<file path="src/design/tnst_pkg.sv">
package tnst_pkg;

  // fixed field widths
  localparam int unsigned CmdW  = 2;
  localparam int unsigned ValW  = 32;
  localparam int unsigned TagW  = 16;
  localparam int unsigned CfgW  = 4;

  // parameter defaults
  localparam int unsigned MaxEntriesDef = 8;
  localparam int unsigned TagBitsDef    = 16;

  // reset value of the kept-entry count
  localparam logic [CfgW-1:0] TopCountRst = 4'd5;

  // command codes
  localparam logic [CmdW-1:0] CMD_INSERT = 2'd0;
  localparam logic [CmdW-1:0] CMD_READ   = 2'd1;
  localparam logic [CmdW-1:0] CMD_CLEAR  = 2'd2;

  typedef enum logic {
    ST_IDLE,
    ST_READ
  } tnst_state_e;

  // operation broadcast to every cell
  typedef struct packed {
    logic ins;
    logic clr;
    logic rot;
  } tnst_op_t;

  // status a cell shows its neighbors
  typedef struct packed {
    logic used;
    logic counted;
    logic gt;
  } tnst_flags_t;

endpackage

</file>
<file path="src/design/tnst_cell.sv">
module tnst_cell import tnst_pkg::*; #(
  parameter int unsigned IDX      = 0,
  parameter int unsigned CNT_W    = 4,
  parameter int unsigned TAG_BITS = TagBitsDef
) (
  input  logic                       clk_i,
  input  logic                       rst_ni,
  input  tnst_op_t                   op_i,
  input  logic [CNT_W-1:0]           cap_i,
  input  logic signed [ValW-1:0]     new_value_i,
  input  logic [TAG_BITS-1:0]        new_tag_i,
  input  tnst_flags_t                left_flags_i,
  input  logic signed [ValW-1:0]     left_value_i,
  input  logic [TAG_BITS-1:0]        left_tag_i,
  input  logic                       right_used_i,
  input  logic signed [ValW-1:0]     right_value_i,
  input  logic [TAG_BITS-1:0]        right_tag_i,
  output tnst_flags_t                flags_o,
  output logic signed [ValW-1:0]     value_o,
  output logic [TAG_BITS-1:0]        tag_o
);

  logic                   used_q, used_d;
  logic signed [ValW-1:0] val_q, val_d;
  logic [TAG_BITS-1:0]    tag_q, tag_d;
  logic                   in_cap;

  // position within the active cap, and compare against the broadcast value
  assign in_cap          = CNT_W'(IDX) < cap_i;
  assign flags_o.used    = used_q;
  assign flags_o.counted = used_q && in_cap;
  assign flags_o.gt      = used_q && in_cap && (val_q > new_value_i);
  assign value_o         = val_q;
  assign tag_o           = tag_q;

  // keep, take the new beat, take the left neighbor, rotate or drop
  always_comb begin
    used_d = used_q;
    val_d  = val_q;
    tag_d  = tag_q;
    if (op_i.clr) begin
      used_d = 1'b0;
    end else if (op_i.rot) begin
      used_d = right_used_i;
      val_d  = right_value_i;
      tag_d  = right_tag_i;
    end else if (op_i.ins && !flags_o.gt) begin
      if (in_cap && left_flags_i.gt) begin
        used_d = 1'b1;
        val_d  = new_value_i;
        tag_d  = new_tag_i;
      end else if (in_cap && left_flags_i.counted) begin
        used_d = 1'b1;
        val_d  = left_value_i;
        tag_d  = left_tag_i;
      end else begin
        used_d = 1'b0;
      end
    end
  end

  // occupancy
  always_ff @(posedge clk_i or negedge rst_ni) begin
    if (!rst_ni) begin
      used_q <= 1'b0;
    end else begin
      used_q <= used_d;
    end
  end

  // payload
  always_ff @(posedge clk_i) begin
    val_q <= val_d;
    tag_q <= tag_d;
  end

endmodule

</file>
<file path="src/design/tnst_ctrl.sv">
module tnst_ctrl import tnst_pkg::*; #(
  parameter int unsigned MAX_ENTRIES = MaxEntriesDef,
  parameter int unsigned TAG_BITS    = TagBitsDef,
  parameter int unsigned CNT_W       = $clog2(MAX_ENTRIES + 1)
) (
  input  logic                   clk_i,
  input  logic                   rst_ni,
  input  logic                   start,
  output logic                   busy,
  input  logic [CmdW-1:0]        cmd_i,
  input  logic                   cfg_valid_i,
  output logic                   cfg_ready_o,
  input  logic [CfgW-1:0]        cfg_data_i,
  input  logic                   head_used_i,
  input  logic                   next_used_i,
  input  logic signed [ValW-1:0] head_value_i,
  input  logic [TAG_BITS-1:0]    head_tag_i,
  output tnst_op_t               op_o,
  output logic [CNT_W-1:0]       cap_o,
  output logic                   out_strobe_o,
  output logic                   out_valid_o,
  output logic signed [ValW-1:0] out_value_o,
  output logic [TagW-1:0]        out_tag_o,
  output logic                   out_last_o
);

  localparam logic [CNT_W-1:0] KLast = CNT_W'(MAX_ENTRIES - 1);

  tnst_state_e            state_q, state_d;
  logic [CNT_W-1:0]       k_q, k_d;
  logic [CfgW-1:0]        top_count_q;
  logic                   accept;
  logic                   strobe_q, strobe_d;
  logic                   valid_q, valid_d;
  logic                   last_q, last_d;
  logic signed [ValW-1:0] value_q, value_d;
  logic [TagW-1:0]        tag_q, tag_d;

  assign busy         = (state_q != ST_IDLE);
  assign accept       = start && !busy;
  assign cfg_ready_o  = !busy;
  assign out_strobe_o = strobe_q;
  assign out_valid_o  = valid_q;
  assign out_value_o  = value_q;
  assign out_tag_o    = tag_q;
  assign out_last_o   = last_q;

  // saturate the configured count to one..MAX_ENTRIES
  always_comb begin
    if (top_count_q == '0) begin
      cap_o = CNT_W'(1);
    end else if (8'(top_count_q) > 8'(MAX_ENTRIES)) begin
      cap_o = CNT_W'(MAX_ENTRIES);
    end else begin
      cap_o = CNT_W'(top_count_q);
    end
  end

  // command decode, read-out sequencing and result beat
  always_comb begin
    state_d  = state_q;
    k_d      = k_q;
    op_o     = '0;
    strobe_d = 1'b0;
    valid_d  = 1'b0;
    last_d   = 1'b0;
    value_d  = '0;
    tag_d    = '0;
    unique case (state_q)
      ST_IDLE: begin
        if (accept) begin
          unique case (cmd_i)
            CMD_INSERT: op_o.ins = 1'b1;
            CMD_CLEAR:  op_o.clr = 1'b1;
            CMD_READ: begin
              state_d = ST_READ;
              k_d     = '0;
            end
            default: ;
          endcase
        end
      end
      ST_READ: begin
        // chain rotates one place a cycle, full turn restores the order
        op_o.rot = 1'b1;
        if (k_q == '0 && !head_used_i) begin
          strobe_d = 1'b1;
          last_d   = 1'b1;
        end else if (head_used_i && k_q < cap_o) begin
          strobe_d = 1'b1;
          valid_d  = 1'b1;
          value_d  = head_value_i;
          tag_d    = TagW'(head_tag_i);
          last_d   = (CNT_W'(k_q + 1'b1) == cap_o) || !next_used_i;
        end
        if (k_q == KLast) begin
          state_d = ST_IDLE;
        end else begin
          k_d = k_q + 1'b1;
        end
      end
      default: state_d = ST_IDLE;
    endcase
  end

  // control state
  always_ff @(posedge clk_i or negedge rst_ni) begin
    if (!rst_ni) begin
      state_q     <= ST_IDLE;
      k_q         <= '0;
      top_count_q <= TopCountRst;
      strobe_q    <= 1'b0;
    end else begin
      state_q  <= state_d;
      k_q      <= k_d;
      strobe_q <= strobe_d;
      if (cfg_valid_i && cfg_ready_o) begin
        top_count_q <= cfg_data_i;
      end
    end
  end

  // result payload
  always_ff @(posedge clk_i) begin
    valid_q <= valid_d;
    last_q  <= last_d;
    value_q <= value_d;
    tag_q   <= tag_d;
  end

endmodule

</file>
<file path="src/design/top_n_sorted_tracker_core.sv">
// insert and clear are applied when accepted; busy stays low and the next command is taken next cycle
// read: busy while the cell chain makes one full rotation
// read results stream one per cycle, formed in the read state and registered before they leave
// throughput: one insert or clear per cycle while no read runs; no command is taken during a read
// reset empties the store and sets the kept-entry count to 5; results cannot be stalled
module top_n_sorted_tracker_core import tnst_pkg::*; #(
  parameter int unsigned MAX_ENTRIES = MaxEntriesDef,
  parameter int unsigned TAG_BITS    = TagBitsDef
) (
  input  logic                   clk_i,
  input  logic                   rst_ni,
  input  logic                   start,
  output logic                   busy,
  input  logic [CmdW-1:0]        cmd_i,
  input  logic signed [ValW-1:0] new_value_i,
  input  logic [TagW-1:0]        node_tag_i,
  input  logic                   cfg_valid_i,
  output logic                   cfg_ready_o,
  input  logic [CfgW-1:0]        cfg_data_i,
  output logic                   out_strobe_o,
  output logic                   out_valid_o,
  output logic signed [ValW-1:0] out_value_o,
  output logic [TagW-1:0]        out_tag_o,
  output logic                   out_last_o
);

  localparam int unsigned CntW = $clog2(MAX_ENTRIES + 1);

  tnst_op_t               op;
  logic [CntW-1:0]        cap;
  logic [TAG_BITS-1:0]    new_tag;
  logic                   next_used;
  tnst_flags_t            flags [MAX_ENTRIES];
  logic signed [ValW-1:0] vals  [MAX_ENTRIES];
  logic [TAG_BITS-1:0]    tags  [MAX_ENTRIES];

  // keep the low tag bits, or widen
  assign new_tag = TAG_BITS'(node_tag_i);

  // the cell chain
  for (genvar i = 0; i < MAX_ENTRIES; i++) begin : g_cell
    tnst_flags_t            left_flags;
    logic signed [ValW-1:0] left_value;
    logic [TAG_BITS-1:0]    left_tag;
    localparam int unsigned RightIdx = (i + 1) % MAX_ENTRIES;

    if (i == 0) begin : g_head
      // head sees a virtual larger neighbor, so it takes the new beat unless it holds a larger value itself
      assign left_flags = '{used: 1'b1, counted: 1'b1, gt: 1'b1};
      assign left_value = '0;
      assign left_tag   = '0;
    end else begin : g_body
      assign left_flags = flags[i-1];
      assign left_value = vals[i-1];
      assign left_tag   = tags[i-1];
    end

    tnst_cell #(
      .IDX      (i),
      .CNT_W    (CntW),
      .TAG_BITS (TAG_BITS)
    ) u_cell (
      .clk_i         (clk_i),
      .rst_ni        (rst_ni),
      .op_i          (op),
      .cap_i         (cap),
      .new_value_i   (new_value_i),
      .new_tag_i     (new_tag),
      .left_flags_i  (left_flags),
      .left_value_i  (left_value),
      .left_tag_i    (left_tag),
      .right_used_i  (flags[RightIdx].used),
      .right_value_i (vals[RightIdx]),
      .right_tag_i   (tags[RightIdx]),
      .flags_o       (flags[i]),
      .value_o       (vals[i]),
      .tag_o         (tags[i])
    );
  end

  // occupancy of the entry behind the head
  if (MAX_ENTRIES > 1) begin : g_next
    assign next_used = flags[1].used;
  end else begin : g_no_next
    assign next_used = 1'b0;
  end

  tnst_ctrl #(
    .MAX_ENTRIES (MAX_ENTRIES),
    .TAG_BITS    (TAG_BITS),
    .CNT_W       (CntW)
  ) u_ctrl (
    .clk_i        (clk_i),
    .rst_ni       (rst_ni),
    .start        (start),
    .busy         (busy),
    .cmd_i        (cmd_i),
    .cfg_valid_i  (cfg_valid_i),
    .cfg_ready_o  (cfg_ready_o),
    .cfg_data_i   (cfg_data_i),
    .head_used_i  (flags[0].used),
    .next_used_i  (next_used),
    .head_value_i (vals[0]),
    .head_tag_i   (tags[0]),
    .op_o         (op),
    .cap_o        (cap),
    .out_strobe_o (out_strobe_o),
    .out_valid_o  (out_valid_o),
    .out_value_o  (out_value_o),
    .out_tag_o    (out_tag_o),
    .out_last_o   (out_last_o)
  );

endmodule

</file>
<file path="config.mk">
export PLATFORM = sky130hd
export DESIGN_NAME = top_n_sorted_tracker_core
export DESIGN_NICKNAME = d
export VERILOG_FILES = /design/src/design/tnst_pkg.sv /design/src/design/tnst_cell.sv /design/src/design/tnst_ctrl.sv /design/src/design/top_n_sorted_tracker_core.sv
export SDC_FILE = /design/constraint.sdc
export NUM_CORES = 1
export LEC_CHECK = 0
export ABC_AREA = 1
export BUFFER_PORTS_ARGS = -buffer_cell sky130_fd_sc_hd__buf_2
export CAP_MARGIN = 20
export CORE_ASPECT_RATIO = 1.75
export CORE_UTILIZATION = 35
export CTS_CLUSTER_DIAMETER = 100
export DETAILED_ROUTE_END_ITERATION = 6
export GPL_TIMING_DRIVEN = 0
export PLACE_DENSITY = 0.52
export SLEW_MARGIN = 30
export SYNTH_ARGS = -nofsm -noshare
export SYNTH_HDL_FRONTEND = slang
export SYNTH_HIERARCHICAL = 1
export SYNTH_SLANG_ARGS = --single-unit
</file>
<file path="constraint.sdc">
create_clock -name clk_i -period 6.8 [get_ports clk_i]
set_clock_uncertainty 0.1 [all_clocks]
set_input_delay 0.68 -clock clk_i [delete_from_list [all_inputs] [get_ports clk_i]]
set_output_delay 0.68 -clock clk_i [all_outputs]
set_load 0.005 [all_outputs]
</file>
# After elaboration in Yosys (flattened, before gate mapping)

Index checks and enable logic that the tools add are counted.

Flip-flop bits (word level): 452
Input bits: 58
Logic and storage cells: 274
Output and inout port bits: 53

$add $sub $neg: 1
Multiplexer cells: 121
Equal/unequal tests: 7
Bitwise logic cells: 3
Reductions and logical operators: 92
Magnitude comparators: 18

Operators by type and width:

| cell                | count |
|---|---|
| $mux 32             | 31 |
| $mux 16             | 31 |
| $gt 32x32->1        | 8 |
| $mux 1              | 50 |
| $reduce_bool 3->1   | 15 |
| $logic_and 1x1->1   | 42 |
| $reduce_and 3->1    | 9 |
| $mux 4              | 5 |
| $reduce_bool 2->1   | 9 |
| $lt 3x4->1 const A  | 4 |
| $logic_not 1->1     | 11 |
| $logic_not 4->1     | 2 |
| $lt 1x4->1 const A  | 2 |
| $lt 2x4->1 const A  | 2 |
| $pmux 4 s2          | 1 |
| $add 4x1->4 const B | 1 |
| $eq 4x3->1 const B  | 1 |
| $eq 4x4->1          | 1 |
| $gt 4x4->1 const B  | 1 |
| $lt 4x4->1          | 1 |
| $mux 2              | 2 |
| $ne 2x2->1 const B  | 2 |
| $not 1->1           | 3 |
| $reduce_or 3->1     | 1 |
| other kinds (7)     | 7 |

# Depth between registers and ports, before layout

Depth in word-level cells: 11
Depth in mapped cells: 22
Mapped depth without buffers: 21

# By module

The synthesis kept the hierarchy.

Modules (own cells, without submodules):

| module                        | cells each | area each (um^2) | seq. area each (um^2) | instances |
|---|---|---|---|---|
| tnst_cell at g_cell[0].u_cell | 427        | 3413.3           | 1466.4                | 1 |
| tnst_cell at g_cell[4].u_cell | 428        | 3398.3           | 1466.4                | 1 |
| tnst_cell at g_cell[1].u_cell | 427        | 3385.7           | 1466.4                | 1 |
| tnst_cell at g_cell[2].u_cell | 425        | 3383.2           | 1466.4                | 1 |
| tnst_cell at g_cell[6].u_cell | 426        | 3383.2           | 1466.4                | 1 |
| tnst_cell at g_cell[5].u_cell | 427        | 3380.7           | 1466.4                | 1 |
| tnst_cell at g_cell[3].u_cell | 427        | 3370.7           | 1466.4                | 1 |
| tnst_cell at g_cell[7].u_cell | 425        | 3354.5           | 1466.4                | 1 |
| tnst_ctrl                     | 242        | 2100.8           | 1253.7                | 1 |
| top_n_sorted_tracker_core     | 2          | 7.5              | 0.0                   | 1 |

# Least setup slack after synthesis

No wires, ideal clock.

Path kind: input to register
Start: in new_value_i[31]
End: reg g_cell[4].u_cell.tag_q[0] (enable)
Arrival time: 4423 ps
Path buffers: 0
Setup time: 470 ps
Setup slack: 1808 ps
Data required time: 6230 ps
Cell stages on the path: 13
Path through: inv_1 ha_1 a21oi_1 o21a_1 nand2_1 a21oi_1 nand2_1 nand2_1 nand3_2 inv_1 nand3_2 a31o_2 a21oi_1

RTL lines:

| item                   | line                            | text |
|---|---|---|
| start: declaration     | top_n_sorted_tracker_core.sv:15 | `input logic signed [ValW-1:0] new_value_i,` |
| end signal: assignment | tnst_cell.sv:74                 | `tag_q <= tag_d;` |
| end: declaration       | tnst_cell.sv:25                 | `logic [TAG_BITS-1:0] tag_q, tag_d;` |

==> results.json <==
{
  "dr.pass1.iters": 7,
  "final_area_um2": 33500,
  "design.portCount": 111,
  "p_comb_share_pct": 51.7,
  "dieWidth_um": 220,
  "std_cell_rows": 139,
  "hp-class": "in -> reg",
  "outcome": "finished, violations left",
  "cp_slowest_cell": "a21oi_4",
  "area_delta_synth_final_pct": 14.8,
  "overflow": 0,
  "cp-start-kind": "register",
  "total_leakage_power_nw": 15.4,
  "final_util_pct": 40.7,
  "ir_drop_mv": 0.333,
  "routedWlPerCell_um": 22.8,
  "antenna_found_initial": 5,
  "synth_warnings": 6,
  "syn_area_per_cell_um2": 7.98,
  "cts_made_buffers": 48,
  "slew_viol_final": 0,
  "ant_nets": 0,
  "rsz0062_at_grt": "false",
  "clk_pin_slew_ns": 0.06,
  "crit_type": "reg -> reg",
  "period_share_pct": 57.9,
  "drtIter0Drc": 2285,
  "slew_headroom_pct": 33.3,
  "htree_levels": 2,
  "fin_ws_ns": 2.86,
  "period_needed_ns": 3.94,
  "max_cap_viol_count": 0,
  "setup_viol": 0,
  "crit_arrival_ns": 4.17,
  "crit_family": "simple AND/OR/NAND/NOR gates",
  "insertion_delay_ns": 0.65,
  "viasPerCell": 5.28,
  "worstPathRequired_ns": 7.03,
  "hold_violations": 0,
  "start_util_pct": 35.5,
  "track_usage_pct": 27.0,
  "dpl.hpwl_um": 84900,
  "fmax_ghz": 0.254,
  "worst_pin_slew_ns": 1.00,
  "vias": 26400,
  "power.share.clock_pct": 14.0,
  "violations": "DRC",
  "grt_pass1_wl_um": 167000,
  "route.detailed.drc": 5,
  "grt_max_degree": 19,
  "post-cts-setup-buffer-count": 0,
  "cts_buffer_depth": 3,
  "power_frac_seq_pct": 34.3,
  "slowest_delay_ns": 0.52,
  "syn_inst": 3654,
  "p_per_area_nw_per_um2": 586,
  "coreArea_um2": 82300,
  "cts_root_buffer": "clkbuf_16",
  "cts_sinks": 452,
  "n_fill_cell": 8491,
  "layout-drive-gt1-share_pct": 10.4,
  "critPathCaptureType": "register",
  "p_total_w": 0.0196,
  "p_switching_w": 0.00926,
  "drt_wl_total_um": 114000,
  "grt_pass1_vias": 26300,
  "final.setup.tns_ns": 0,
  "cp_common_cell": "nand2_1",
  "cts_tree": "built",
  "port-buffer-count": 110,
  "crit_buf_inv": 4,
  "synthesis.area_um2": 29200,
  "nets": 4212,
  "critPathMaxFanout": 15,
  "post_dp_cell_area_um2": 31900,
  "die_area_um2": 84500,
  "intPower_w": 0.0104,
  "gp_congestion": 0.916,
  "die_height_um": 384,
  "path_cells": "ha_1, nand2_1, nor2_1, nand2_1, nand2_1, nand2_1, nand2_1, nand2_1, nand3_1, nand3_2, inv_1, nand2_2, a31o_1, a21oi_4, buf_16, buf_16, buf_16",
  "dp_slack_ns": 2.34,
  "p_sw_share_pct": 47.2,
  "diodes": 0
}
[routing by layer]
metal / share of wire, % / global-route usage (%) / vias to the layer above
met5: 0.059 / 0 / -
met4: 6.8 / 16.7 / 10
met3: 5.2 / 3.10 / 283
met2: 51 / 48.7 / 940
met1: 36 / 29.8 / 12500
li1: - / - / 12600
[flip-flops by register name (all words and copies together) (netlist names)]
name,cells
g_cell.u_cell/value_o,256
g_cell.u_cell/tag_o,128
u_ctrl/out_value_o,32
u_ctrl/out_tag_o,16
g_cell.u_cell/used_q,8
u_ctrl/k_q,4
u_ctrl/top_count_q,4
u_ctrl/busy,1
u_ctrl/out_last_o,1
u_ctrl/out_strobe_o,1
u_ctrl/out_valid_o,1
[power by group through the flow]
stage,combinational [W],sequential (W),clock [W]
6_report,0.0101,0.00674,0.00275
5_1_grt,0.0111,0.00690,0.00290
4_1_cts,0.0101,0.00675,0.00281
3_5_place_dp,0.0101,0.00680,0
3_3_place_gp,0.00924,0.00709,0
2_1_floorplan,0.00601,0.00637,0
[timing repair]
action | CTS | global route
resized for setup | 0 | 0
hold buffers | 1 | 0
endpoints found under the hold margin | 16 | 0
[final timing paths]
check,startpoint,slack [ns],end,cells past startpoint
max reg2reg,g_cell[1].u_cell/value_o[7]$_DFFE_PP_,2.86,g_cell[2].u_cell/value_o[27]$_DFFE_PP_,17
min in group asynchronous,rst_ni,0.49,u_ctrl/out_strobe_o$_DFF_PN0_,2
max,g_cell[1].u_cell/value_o[7]$_DFFE_PP_,2.86,g_cell[2].u_cell/value_o[27]$_DFFE_PP_,17
min reg2reg,g_cell[2].u_cell/used_q$_DFFE_PN0P_,0.45,g_cell[2].u_cell/used_q$_DFFE_PN0P_,2
min,cfg_data_i[0],0.18,u_ctrl/top_count_q[0]$_DFFE_PN1P_,2
max in group asynchronous,rst_ni,5.66,g_cell[2].u_cell/used_q$_DFFE_PN0P_,2
[cells in the final DEF, fill, tap and decap left out, drive strengths merged, types with 2 or more instances in the layout]
cell,n
a31oi,385
nand3,46
nand4,18
dfxtp,50
inv,426
nor3,4
o21a,17
edfxtp,384
o21ai,18
dfrtp,16
buf,217
ha,262
nand2,1142
dfstp,2
clkbuf,167
clkinv,18
mux2,2
o22ai,3
conb,50
a21oi,132
a31o,9
a21o,8
bufinv,3
nor2,542
[worst register-to-register path: cells and delay by family, from the launching register on]
kind,cells,cell delay [ns]
flops,1,0.44
simple gates,10,1.36
compound gates,2,0.75
fa+ha+maj,1,0.33
buf+inv,4,0.64
[cell type report]
type / count / area [um^2] / share of cell area [%]
clock inverters: 19 / 196 / 0.587
well taps: 1057 / 1320 / 3.95
plain buffers: 175 / 872 / 2.60
multi-input cells: 2646 / 14000 / 41.8
inverters: 429 / 1610 / 4.81
clock buffers: 70 / 1360 / 4.07
repair buffers: 140 / 1150 / 3.43
flip-flops and latches: 452 / 13000 / 38.8
[stage by stage]
step | hold WS, ns | std cells
after floorplan | 0.284 | 3702
after global placement | 0.426 | 4869
after detailed placement | 0.432 | 4898
after CTS | 0.139 | 4988
after global routing | 0.154 | 4988
final | 0.177 | 4988
Power figures use the tool's default switching activity.
